--- config.mk ---
export PLATFORM = sky130hd
export DESIGN_NAME = lt_tile_box_address_walker
export DESIGN_NICKNAME = d
export VERILOG_FILES = /design/src/hw/rtl/ltaw_pkg.sv /design/src/hw/rtl/ltaw_walker.sv /design/src/hw/rtl/ltaw_offset_calc.sv /design/src/hw/rtl/lt_tile_box_address_walker.sv
export SDC_FILE = /design/constraint.sdc
export NUM_CORES = 1
export LEC_CHECK = 0
export ABC_CLOCK_PERIOD_IN_PS = 24200
export BUFFER_PORTS_ARGS = -buffer_cell sky130_fd_sc_hd__buf_2
export CORE_ASPECT_RATIO = 2
export CORE_MARGIN = 2
export CORE_UTILIZATION = 43
export CTS_BUF_LIST = sky130_fd_sc_hd__clkbuf_8
export DETAILED_ROUTE_END_ITERATION = 8
export SETUP_SLACK_MARGIN = 0.5
export SLEW_MARGIN = 20
export SYNTH_ARGS = -nofsm -noshare
export SYNTH_HDL_FRONTEND = slang
export SYNTH_SLANG_ARGS = --single-unit
--- constraint.sdc ---
create_clock -name i_clk -period 24.2 [get_ports i_clk]
set_clock_uncertainty 0.05 [all_clocks]
set_input_delay 0 -clock i_clk [delete_from_list [all_inputs] [get_ports i_clk]]
set_output_delay 0 -clock i_clk [all_outputs]
set_load 0.01 [all_outputs]
--- src/hw/rtl/ltaw_pkg.sv ---
// ----------------------------------------------------------------------------
// ltaw_pkg
// Types, register indexes and pixel-format helpers for the tile box walker.
// ----------------------------------------------------------------------------
`default_nettype none

package ltaw_pkg;

    localparam int CFG_IDX_W  = 3;
    localparam int CFG_DATA_W = 16;

    // Configuration register indexes
    typedef enum logic [CFG_IDX_W-1:0] {
        CFG_PIXEL_SIZE     = 3'd0,
        CFG_BOX_X          = 3'd1,
        CFG_BOX_Y          = 3'd2,
        CFG_BOX_WIDTH      = 3'd3,
        CFG_BOX_HEIGHT     = 3'd4,
        CFG_TILED_STRIDE   = 3'd5,
        CFG_LINEAR_STRIDE  = 3'd6,
        CFG_COPY_TO_LINEAR = 3'd7
    } t_cfg_idx;

    // Pixel size codes
    localparam logic [1:0] PIX_1B = 2'd0;
    localparam logic [1:0] PIX_2B = 2'd1;
    localparam logic [1:0] PIX_4B = 2'd2;
    localparam logic [1:0] PIX_8B = 2'd3;

    typedef struct packed {
        logic [1:0]  pixel_size_code;
        logic [10:0] box_x;
        logic [10:0] box_y;
        logic [11:0] box_width;
        logic [11:0] box_height;
        logic [15:0] tiled_row_stride;
        logic [15:0] linear_row_stride;
        logic        copy_to_linear;
    } t_cfg;

    typedef struct packed {
        logic copy_valid;
        logic last_line;
        logic to_linear;
    } t_line_flags;

    // Bytes in one microtile line: 8 for 1-byte pixels, 16 otherwise
    function automatic logic [4:0] line_bytes_of(input logic [1:0] code);
        return (code == PIX_1B) ? 5'd8 : 5'd16;
    endfunction

    // log2 of the line size
    function automatic logic [2:0] line_shift_of(input logic [1:0] code);
        return (code == PIX_1B) ? 3'd3 : 3'd4;
    endfunction

    // Tile height in lines: 64 / line bytes
    function automatic logic [3:0] tile_h_of(input logic [1:0] code);
        return (code == PIX_1B) ? 4'd8 : 4'd4;
    endfunction

    // Tile width in pixels: line bytes / pixel bytes
    function automatic logic [3:0] tile_w_of(input logic [1:0] code);
        logic [3:0] w;
        case (code)
            PIX_1B:  w = 4'd8;
            PIX_2B:  w = 4'd8;
            PIX_4B:  w = 4'd4;
            PIX_8B:  w = 4'd2;
            default: w = 4'd8;
        endcase
        return w;
    endfunction

    // log2 of 64 / tile width, the tiled byte step per pixel column
    function automatic logic [2:0] tile_shift_of(input logic [1:0] code);
        logic [2:0] s;
        case (code)
            PIX_1B:  s = 3'd3;
            PIX_2B:  s = 3'd3;
            PIX_4B:  s = 3'd4;
            PIX_8B:  s = 3'd5;
            default: s = 3'd3;
        endcase
        return s;
    endfunction

endpackage

`default_nettype wire

--- src/hw/rtl/ltaw_walker.sv ---
// ----------------------------------------------------------------------------
// ltaw_walker
// Walk position registers: rows of tiles, tiles of a row, lines of a tile.
// ----------------------------------------------------------------------------
`default_nettype none

module ltaw_walker #(
    parameter int MAX_DIM = 2048,
    localparam int PW = $clog2(MAX_DIM)
) (
    input  wire logic                  i_clk,
    input  wire logic                  i_rst_n,
    input  wire ltaw_pkg::t_cfg        i_cfg,
    input  wire logic                  i_step,
    input  wire logic                  i_restart,
    output logic [PW-1:0]              o_row,
    output logic [PW-1:0]              o_col,
    output logic [2:0]                 o_line,
    output ltaw_pkg::t_line_flags      o_flags
);
    import ltaw_pkg::*;

    localparam int DW = PW + 1;
    localparam logic [31:0] MAX_DIM_W = 32'(MAX_DIM);

    logic [PW-1:0] r_row, r_col, n_row, n_col;
    logic [2:0]    r_line, n_line;
    logic          r_fin, n_fin;

    logic [PW-1:0] e_row, e_col;
    logic [2:0]    e_line;
    logic          e_fin;
    logic [DW-1:0] w_lim, h_lim;
    logic [3:0]    tile_w, tile_h;
    logic          end_tile, end_row, end_box, last;

    // Saturate the box to the largest supported size
    assign w_lim = ({20'd0, i_cfg.box_width} > MAX_DIM_W) ? DW'(MAX_DIM)
                                                        : DW'(i_cfg.box_width);
    assign h_lim = ({20'd0, i_cfg.box_height} > MAX_DIM_W) ? DW'(MAX_DIM)
                                                         : DW'(i_cfg.box_height);

    assign tile_w = tile_w_of(i_cfg.pixel_size_code);
    assign tile_h = tile_h_of(i_cfg.pixel_size_code);

    // Position this request works on, with a restart applied
    assign e_row  = i_restart ? '0 : r_row;
    assign e_col  = i_restart ? '0 : r_col;
    assign e_line = i_restart ? '0 : r_line;
    assign e_fin  = i_restart ? ((w_lim == '0) || (h_lim == '0)) : r_fin;

    assign end_tile = ({1'b0, e_line} + 4'd1) >= tile_h;
    assign end_row  = ({1'b0, e_col} + DW'(tile_w)) >= w_lim;
    assign end_box  = ({1'b0, e_row} + DW'(tile_h)) >= h_lim;
    assign last     = !e_fin && end_tile && end_row && end_box;

    always_comb begin
        n_row  = e_row;
        n_col  = e_col;
        n_line = e_line;
        n_fin  = e_fin;
        if (!e_fin) begin
            if (last) begin
                n_fin = 1'b1;
            end else if (!end_tile) begin
                n_line = e_line + 3'd1;
            end else begin
                n_line = '0;
                if (!end_row) begin
                    n_col = e_col + PW'(tile_w);
                end else begin
                    n_col = '0;
                    n_row = e_row + PW'(tile_h);
                end
            end
        end
    end

    always_ff @(posedge i_clk) begin
        if (!i_rst_n) begin
            r_row  <= '0;
            r_col  <= '0;
            r_line <= '0;
            r_fin  <= 1'b1;
        end else if (i_step) begin
            r_row  <= n_row;
            r_col  <= n_col;
            r_line <= n_line;
            r_fin  <= n_fin;
        end
    end

    assign o_row              = e_row;
    assign o_col              = e_col;
    assign o_line             = e_line;
    assign o_flags.copy_valid = !e_fin;
    assign o_flags.last_line  = last;
    assign o_flags.to_linear  = i_cfg.copy_to_linear;

endmodule

`default_nettype wire

--- src/hw/rtl/ltaw_offset_calc.sv ---
// ----------------------------------------------------------------------------
// ltaw_offset_calc
// Tiled and linear byte offsets and copy size for one walk position.
// ----------------------------------------------------------------------------
`default_nettype none

module ltaw_offset_calc #(
    parameter int MAX_DIM = 2048,
    localparam int PW = $clog2(MAX_DIM)
) (
    input  wire ltaw_pkg::t_cfg        i_cfg,
    input  wire logic [PW-1:0]         i_row,
    input  wire logic [PW-1:0]         i_col,
    input  wire logic [2:0]            i_line,
    input  wire ltaw_pkg::t_line_flags i_flags,
    output logic [31:0]                o_tiled_offset,
    output logic [31:0]                o_linear_offset,
    output logic [4:0]                 o_line_bytes
);
    import ltaw_pkg::*;

    localparam int DW = PW + 1;
    localparam int YW = ((PW > 11) ? PW : 11) + 1;
    localparam int XW = YW + 5;
    localparam int CW = PW + 3;

    logic [YW-1:0]    y_sum, x_sum;
    logic [YW+15:0]   y_term;
    logic [XW-1:0]    x_term;
    logic [6:0]       line_term;
    logic [DW-1:0]    lin_row;
    logic [DW+15:0]   lin_term;
    logic [CW-1:0]    col_term;

    // Tiled: pixel row times stride, plus tile column bytes, plus line bytes
    assign y_sum     = YW'(i_cfg.box_y) + YW'(i_row);
    assign y_term    = (YW+16)'(y_sum) * (YW+16)'(i_cfg.tiled_row_stride);
    assign x_sum     = YW'(i_cfg.box_x) + YW'(i_col);
    assign x_term    = XW'(x_sum) << tile_shift_of(i_cfg.pixel_size_code);
    assign line_term = 7'(i_line) << line_shift_of(i_cfg.pixel_size_code);

    // Linear: pixel row times stride, plus column bytes
    assign lin_row  = {1'b0, i_row} + DW'(i_line);
    assign lin_term = (DW+16)'(lin_row) * (DW+16)'(i_cfg.linear_row_stride);
    assign col_term = CW'(i_col) << i_cfg.pixel_size_code;

    always_comb begin
        if (i_flags.copy_valid) begin
            o_tiled_offset  = 32'(y_term) + 32'(x_term) + 32'(line_term);
            o_linear_offset = 32'(lin_term) + 32'(col_term);
            o_line_bytes    = line_bytes_of(i_cfg.pixel_size_code);
        end else begin
            o_tiled_offset  = '0;
            o_linear_offset = '0;
            o_line_bytes    = '0;
        end
    end

endmodule

`default_nettype wire

--- src/hw/rtl/lt_tile_box_address_walker.sv ---
// ----------------------------------------------------------------------------
// lt_tile_box_address_walker
// Line-copy descriptor generator for moving a box between a linear image and
// an image stored as rows of 64-byte microtiles.
// ----------------------------------------------------------------------------
// Each accepted request yields one descriptor: the walk goes over rows of
// tiles, the tiles of a row left to right, then the lines of a tile, and a
// partial tile at the box edge is walked as a full tile. A request with
// restart set starts over at the box origin. The block takes one request
// every clock cycle unless the output stalls: the walk counters step in the
// cycle the request is accepted, the position is held in a stage register,
// and the offset multipliers (two 16-bit stride products in parallel) feed
// the result register, so a descriptor passes through those two register
// stages. A stalled result holds in the result register while one more
// request can still enter the stage register. Empty or finished walks
// return a descriptor with copy_valid low and zero offsets. Offsets wrap
// modulo 2^32. Write configuration only while idle.
// ----------------------------------------------------------------------------
`default_nettype none

module lt_tile_box_address_walker #(
    parameter int MAX_DIM = 2048
) (
    input  wire logic                           i_clk,
    input  wire logic                           i_rst_n,
    // configuration write port
    input  wire logic                           i_cfg_we,
    input  wire logic [ltaw_pkg::CFG_IDX_W-1:0] i_cfg_idx,
    input  wire logic [ltaw_pkg::CFG_DATA_W-1:0] i_cfg_data,
    // request channel
    input  wire logic                           i_in_valid,
    output logic                                o_in_stall,
    input  wire logic                           i_restart,
    // descriptor channel
    output logic                                o_out_valid,
    input  wire logic                           i_out_stall,
    output logic [31:0]                         o_tiled_offset,
    output logic [31:0]                         o_linear_offset,
    output logic [4:0]                          o_line_bytes,
    output logic                                o_to_linear,
    output logic                                o_copy_valid,
    output logic                                o_last_line
);
    import ltaw_pkg::*;

    localparam int PW = $clog2(MAX_DIM);

    // Register values after reset: 4-byte pixels, empty box, tiled to linear
    localparam t_cfg CFG_RESET = '{
        pixel_size_code:   PIX_4B,
        box_x:             '0,
        box_y:             '0,
        box_width:         '0,
        box_height:        '0,
        tiled_row_stride:  '0,
        linear_row_stride: '0,
        copy_to_linear:    1'b1
    };

    // Configuration registers
    t_cfg r_cfg;

    // Handshake
    logic out_free;
    logic s1_move;
    logic in_acc;

    // Walker output for the request being accepted
    logic [PW-1:0] walk_row, walk_col;
    logic [2:0]    walk_line;
    t_line_flags   walk_flags;

    // Stage register: position of the request in flight
    logic          r_s1_valid;
    logic [PW-1:0] r_s1_row, r_s1_col;
    logic [2:0]    r_s1_line;
    t_line_flags   r_s1_flags;

    // Offsets computed from the stage register
    logic [31:0] n_tiled, n_linear;
    logic [4:0]  n_bytes;

    // Result register
    logic r_out_valid;

    // ------------------------------------------------------------------
    // Configuration writes; a write takes effect at the next edge
    // ------------------------------------------------------------------
    always_ff @(posedge i_clk) begin
        if (!i_rst_n) begin
            r_cfg <= CFG_RESET;
        end else if (i_cfg_we) begin
            unique case (i_cfg_idx)
                CFG_PIXEL_SIZE:     r_cfg.pixel_size_code   <= i_cfg_data[1:0];
                CFG_BOX_X:          r_cfg.box_x             <= i_cfg_data[10:0];
                CFG_BOX_Y:          r_cfg.box_y             <= i_cfg_data[10:0];
                CFG_BOX_WIDTH:      r_cfg.box_width         <= i_cfg_data[11:0];
                CFG_BOX_HEIGHT:     r_cfg.box_height        <= i_cfg_data[11:0];
                CFG_TILED_STRIDE:   r_cfg.tiled_row_stride  <= i_cfg_data;
                CFG_LINEAR_STRIDE:  r_cfg.linear_row_stride <= i_cfg_data;
                CFG_COPY_TO_LINEAR: r_cfg.copy_to_linear    <= i_cfg_data[0];
                default:            r_cfg                   <= r_cfg;
            endcase
        end
    end

    // ------------------------------------------------------------------
    // Flow control: the result register drains when free or taken; the
    // stage register moves on when the result register can take it.
    // ------------------------------------------------------------------
    assign out_free   = !r_out_valid || !i_out_stall;
    assign s1_move    = r_s1_valid && out_free;
    assign o_in_stall = r_s1_valid && !out_free;
    assign in_acc     = i_in_valid && !o_in_stall;

    // ------------------------------------------------------------------
    // Walk counters: advance once per accepted request
    // ------------------------------------------------------------------
    ltaw_walker #(
        .MAX_DIM (MAX_DIM)
    ) u_walker (
        .i_clk     (i_clk),
        .i_rst_n   (i_rst_n),
        .i_cfg     (r_cfg),
        .i_step    (in_acc),
        .i_restart (i_restart),
        .o_row     (walk_row),
        .o_col     (walk_col),
        .o_line    (walk_line),
        .o_flags   (walk_flags)
    );

    always_ff @(posedge i_clk) begin
        if (!i_rst_n) begin
            r_s1_valid <= 1'b0;
        end else if (in_acc) begin
            r_s1_valid <= 1'b1;
        end else if (s1_move) begin
            r_s1_valid <= 1'b0;
        end
    end

    // Capture the position of the accepted request
    always_ff @(posedge i_clk) begin
        if (in_acc) begin
            r_s1_row   <= walk_row;
            r_s1_col   <= walk_col;
            r_s1_line  <= walk_line;
            r_s1_flags <= walk_flags;
        end
    end

    // ------------------------------------------------------------------
    // Offset arithmetic between the stage and result registers
    // ------------------------------------------------------------------
    ltaw_offset_calc #(
        .MAX_DIM (MAX_DIM)
    ) u_offset_calc (
        .i_cfg           (r_cfg),
        .i_row           (r_s1_row),
        .i_col           (r_s1_col),
        .i_line          (r_s1_line),
        .i_flags         (r_s1_flags),
        .o_tiled_offset  (n_tiled),
        .o_linear_offset (n_linear),
        .o_line_bytes    (n_bytes)
    );

    always_ff @(posedge i_clk) begin
        if (!i_rst_n) begin
            r_out_valid <= 1'b0;
        end else if (out_free) begin
            r_out_valid <= r_s1_valid;
        end
    end

    // Load the descriptor; hold it while the consumer stalls
    always_ff @(posedge i_clk) begin
        if (s1_move) begin
            o_tiled_offset  <= n_tiled;
            o_linear_offset <= n_linear;
            o_line_bytes    <= n_bytes;
            o_to_linear     <= r_s1_flags.to_linear;
            o_copy_valid    <= r_s1_flags.copy_valid;
            o_last_line     <= r_s1_flags.last_line;
        end
    end

    assign o_out_valid = r_out_valid;

endmodule

`default_nettype wire

Word-level counts from Yosys, hierarchy flattened

Cells that the tools add are included.

$add $sub $neg: 12
Multipliers: 2
Magnitude comparators: 5
Equal/unequal tests: 10
Shift operators: 3
Muxes and demuxes: 26
Reductions and logical operators: 27

Operators by type and width:

| cell                 | number |
|---|---|
| $mux 11              | 10 |
| $mul 12x16->28       | 2 |
| $add 32x7->32        | 1 |
| $add 28x14->29       | 1 |
| $add 28x17->29       | 1 |
| $add 11x11->12       | 2 |
| $add 11x4->12        | 2 |
| $ge 12x12->1         | 2 |
| $gt 12x12->1 const B | 2 |
| $logic_not 12->1     | 2 |
| $mux 12              | 2 |
| $add 11x4->11        | 2 |
| $shl 12x3->17        | 1 |
| $reduce_and 2->1     | 8 |
| $mux 3               | 5 |
| $shl 11x2->14        | 1 |
| $add 11x3->12        | 1 |
| $eq 3x3->1 const B   | 4 |
| $pmux 4 s3           | 1 |
| $pmux 3 s3           | 1 |
| $shl 3x3->7          | 1 |
| $eq 3x2->1 const B   | 2 |
| $logic_and 1x1->1    | 6 |
| $logic_not 1->1      | 5 |
| other kinds (14)     | 20 |

Bits in registers: 209
Output and inout port bits: 74
Word-level logic and storage cells: 111

Depth between registers and ports, before layout

Word-level depth: 11
Depth in mapped cells: 36
Depth with buffers taken out: 34

Modules after synthesis

A second synthesis with hierarchy kept.

Cells, all modules: 2775
Area total of the unflattened synthesis: 25609.6 sq um

By module, submodules not included:

| module                     | times used | cells each | area an instance (sq um) | sequential area each (sq um) |
|---|---|---|---|---|
| ltaw_offset_calc           | 1          | 2060       | 17001.3                  | 0.0 |
| lt_tile_box_address_walker | 1          | 396        | 6064.6                   | 4664.5 |
| ltaw_walker                | 1          | 319        | 2543.7                   | 520.5 |

Worst setup path before layout

Ideal clock, no wire load.

Path kind: flip-flop to flip-flop
Start point: register r_s1_row[0]
End point: register o_tiled_offset[28] (data pin)
Library setup time: 0.146 ns
Data arrival time: 7.966 ns
Data required time: 24.004 ns
Setup slack: 16.038 ns
Stages on the path, launching flop included: 35
Period minus slack after synthesis: 8.162 ns
Cells stage by stage: edfxtp_1 > ha_1 > inv_1 > fa_1 > nor2b_1 > o21ai_0 > a21boi_0 > o21ai_0 > a21boi_0 > o21ai_0 > a21boi_0 > mux2i_1 > nand2_1 > clkbuf_1 > and2_1 > fa_1 > inv_1 > fa_1 > fa_1 > inv_1 > fa_1 > inv_1 > fa_1 > inv_1 > ha_1 > a21oi_1 > nor2b_1 > or2_2 > a21oi_1 > o31ai_4 > xnor2_1 > nor4_4 > nand3_2 > or4_1 > a21oi_1

Cells in the longest elaborated chain, start to end: 4

RTL lines:

| element                | RTL line                          | text |
|---|---|---|
| from (decl)            | lt_tile_box_address_walker.sv:75  | `logic [PW-1:0] r_s1_row, r_s1_col;` |
| from (signal assigned) | lt_tile_box_address_walker.sv:146 | `r_s1_row <= walk_row;` |
| $add 11x11->12         | ltaw_offset_calc.sv:36            | `assign y_sum = YW'(i_cfg.box_y) + YW'(i_row);` |
| $mul 12x16->28         | ltaw_offset_calc.sv:37            | `assign y_term = (YW+16)'(y_sum) * (YW+16)'(i_cfg.tiled_row_stride);` |
| $add 28x17->29         | ltaw_offset_calc.sv:49            | `o_tiled_offset = 32'(y_term) + 32'(x_term) + 32'(line_term);` |
| $add 32x7->32          | ltaw_offset_calc.sv:49            |  |
| to (signal assigned)   | lt_tile_box_address_walker.sv:180 | `o_tiled_offset <= n_tiled;` |
| to (decl)              | lt_tile_box_address_walker.sv:37  | `output logic [31:0] o_tiled_offset,` |

No other way between the ends.
A chain may end at the register's enable or synchronous reset.

Worst setup path in the final report

Start point: register r_cfg[57] (netlist bit)
End point: register o_tiled_offset[28] (data pin)

Cells in the longest elaborated chain, start to end: 4

RTL lines:

| element                | RTL line                          | text |
|---|---|---|
| from (decl)            | lt_tile_box_address_walker.sv:61  | `t_cfg r_cfg;` |
| from (signal assigned) | lt_tile_box_address_walker.sv:102 | `default: r_cfg <= r_cfg;` |
| $add 11x11->12         | ltaw_offset_calc.sv:36            |  |
| $mul 12x16->28         | ltaw_offset_calc.sv:37            |  |
| $add 28x17->29         | ltaw_offset_calc.sv:49            |  |
| $add 32x7->32          | ltaw_offset_calc.sv:49            |  |

No other way between the ends.

==> metrics <==
most common cell in the netlist nand2_1; Inserted Clock Buffers 34; Final Cell Area 26100 µm²; Pwr Density approximately 37 nW/µm²; Clock power frac 0.365; die footprint ~58000 µm²; Final Slew Violations 0; share of the core filled with cells 0.473; synth warn 0; CP endpoint o_tiled_offset[28]; CP startpoint r_cfg[57]; VDD IR max approximately 0.026 mV; core area 55100 µm²; CTS HTree Levels 2; wire per inst roughly 18 µm; layout cells sized above 1 0.0781; CTS clk-pin slew, worst paths 0.08 ns; asr flop ratio synth 0; Post-DP Area 25100 µm²; DRT antenna net count 0; gr usage total 0.225; final setup violation count 0; final worst slack 15.09 ns; M2 GR Usage 0.445; via count approximately 18000; EDFF count, synth 92; synthesis-to-finish area growth 9.04%; vias in the first global route around 20000; reg2reg start r_cfg[57]; Syn Std Cell Area roughly 24000 µm²; multi-input combinational cell area ~17000 µm²; r2r worst-path depth 33; Clock Sinks between 200 and 250; dpl hpwl 50.7 mm; Logic pwr share 0.235; RSZ-0062 raised after global routing no; max incr delay on CP ~0.55 ns; Max FO, Critical Path 16; Worst Path Required roughly 25 ns; FF+latch area 4940 µm²; Port Buf Inserts 90; Tcrit/Tclk final 0.376; reg2reg end o_tiled_offset[28]; Max-Cap Viols 0; Synth cell types just under 100; Highest Clock Rate around 110 MHz; syn avg cell area between 8 and 9 µm²; Seq/Total Area, Yosys 0.207; largest net degree at the start of global routing 89; flop-to-flop setup slack 15.09 ns; Pint roughly 0.00064 W; die width 171 µm; post-CTS sizing 0; Worst slew margin 0.262; worst setup path class reg2reg; top cells by area, synth fa_1 (27%), edfxtp_1 (12%), ha_1 (11%); CP max stage cell fa_1; area share of the largest cell type after synthesis 0.265; Slew @ Worst Pin around 1.1 ns; grt met3 use 0.0205; Min-Delay Path Class in2reg; most frequent CP cell fa_1; FP Rows 122; Post-Route WL roughly 63 mm; Yosys top cell by area fa_1; Vias/cell approximately 5.2; initial antenna violation count 1; first-pass GRT wire length 101 mm; Setup TNS Final 0 ns; Layout Nets approximately 3300; arrival time worst endpoint between 9 and 10 ns; CP Launch Type register; status completed; Tmin final 9.11 ns; layer with the highest usage met2; Ports between 90 and 100; met1 usage 0.229; Root Driver clkbuf_8; Post-Place Setup Slack between 15 and 20 ns; Flop pwr share 0.400; Synth Instances between 2000 and 3000; fill cell count 5334; die height between 300 and 400 µm; GRT overflow 0; Initial DRC Count 819; worst skew pair latency between 0.6 and 0.7 ns; #FFs+latches synth ~200; fin cells roughly 3500; switching power total roughly 0.00032 W; ys flop type dfxtp_1; iteration count of the initial detailed-routing pass 5; Initial Util 0.434; top cells by count, synth nand2_1 (502), inv_1 (385), fa_1 (317), ha_1 (215), a21oi_1 (167); placed cells ~3400; endpoint class of the critical path register; CTS Buffer Depth 3; Sw Share 0.336; CTS tree built; final hold vios 0; drt drc 0; GPL Wtd Cong 0.878; Leak Pwr about 12 nW
[cells in the final DEF (no fill, tap or decap), types with 9 or more instances in the layout]
| master | count |
|---|---|
| nor2_1 | 105 |
| conb_1 | 15 |
| edfxtp_1 | 92 |
| inv_1 | 391 |
| and2_1 | 100 |
| and3_1 | 11 |
| mux2i_1 | 13 |
| a31oi_1 | 11 |
| fa_1 | 317 |
| a21o_1 | 46 |
| nor2b_1 | 88 |
| o21a_1 | 9 |
| clkbuf_8 | 39 |
| nor4_1 | 9 |
| buf_2 | 90 |
| nand4_1 | 12 |
| xor2_1 | 47 |
| nor3_1 | 18 |
| a21oi_1 | 167 |
| nand3_1 | 31 |
| nand2_1 | 502 |
| dlygate4sd3_1 | 27 |
| ha_1 | 215 |
| a32o_1 | 11 |
| dfxtp_1 | 109 |
| o21ai_0 | 47 |
| nand2b_1 | 35 |
| xnor2_1 | 45 |
| buf_4 | 19 |
[cell families (layout without fill, tap and decap cells)]
group,after synthesis,after routing,share of synthesized area
other cells,2,16,0.000314
compound gates,371,371,0.100
buf+inv,505,586,0.0818
fa+ha+maj,532,532,0.378
mux,21,21,0.0101
simple gates,954,954,0.187
flops,201,201,0.207
xor+xnor,100,100,0.0369
[layer usage]
layer  vias up  part of all wire
met2       374              0.56
met3       140             0.030
li1       8726                 -
met5         -                 0
met1      9251              0.36
met4         0             0.053
[sequential cells by signal (all words and copies together), names as in the netlist, 2 cells and up]
signal	cells
o_line_bytes	2
r_s1_line	3
u_walker.r_line	3
r_s1_row	11
r_s1_col	11
u_walker.r_col	11
r_cfg	81
u_walker.r_row	11
o_tiled_offset	30
r_s1_flags	3
o_linear_offset	29
[through the flow]
stage	power [W]	hold slack, ns
global route	0.00101	0.216
global placement	0.000612	0.175
floorplan	0.000548	0.0739
CTS	0.000975	0.154
detailed placement	0.000617	0.180
finish	0.000960	0.193
[worst min path at each step]
stage	from	slack [ns]	cells after the start	endpoint
after floorplan	i_in_valid	0.07	1	r_s1_valid
after global placement	i_in_valid	0.18	2	r_s1_valid
after detailed placement	i_in_valid	0.18	2	r_s1_valid
after CTS	i_cfg_data[13]	0.15	4	r_cfg[30]
after global routing	i_cfg_data[13]	0.22	4	r_cfg[30]
final	i_cfg_data[13]	0.19	4	r_cfg[30]
[power groups by stage]
stage / clock (W) / combinational (W) / sequential, W
2_1_floorplan: 0 / 0.000161 / 0.000387
3_3_place_gp: 0 / 0.000220 / 0.000391
3_5_place_dp: 0 / 0.000225 / 0.000391
4_1_cts: 0.000362 / 0.000229 / 0.000384
5_1_grt: 0.000371 / 0.000255 / 0.000385
6_report: 0.000350 / 0.000226 / 0.000384
[area by class of cell]
| class | instances | share of cell area |
|---|---|---|
| Antenna cell | 1 | 0.0000959 |
| Clock buffer | 39 | 0.0206 |
| Clock inverter | 23 | 0.00810 |
| Inverter | 388 | 0.0558 |
| Multi-Input combinational cell | 1993 | 0.657 |
| Sequential cell | 201 | 0.190 |
| Tap cell | 744 | 0.0357 |
| Timing Repair Buffer | 136 | 0.0331 |
[what timing repair did]
item                                    4_1_cts  5_1_grt
setup buffers                                 0        0
hold buffers                                 27        0
endpoints found under the setup margin        0        0
endpoints found under the hold margin       123        0
[critical path, delay by kind of cell (launching register included)]
| family | cells | cell delay, ns |
|---|---|---|
| adders and majority gates | 8 | 3.59 |
| and+or+nand+nor | 8 | 2.26 |
| AOI/OAI and AO/OA | 10 | 1.96 |
| DFF | 1 | 0.36 |
| buffers and inverters | 5 | 0.26 |
| muxes | 1 | 0.22 |
| xor gates and xnor gates | 1 | 0.22 |
Note: power is estimated with default switching activity, not from simulation.
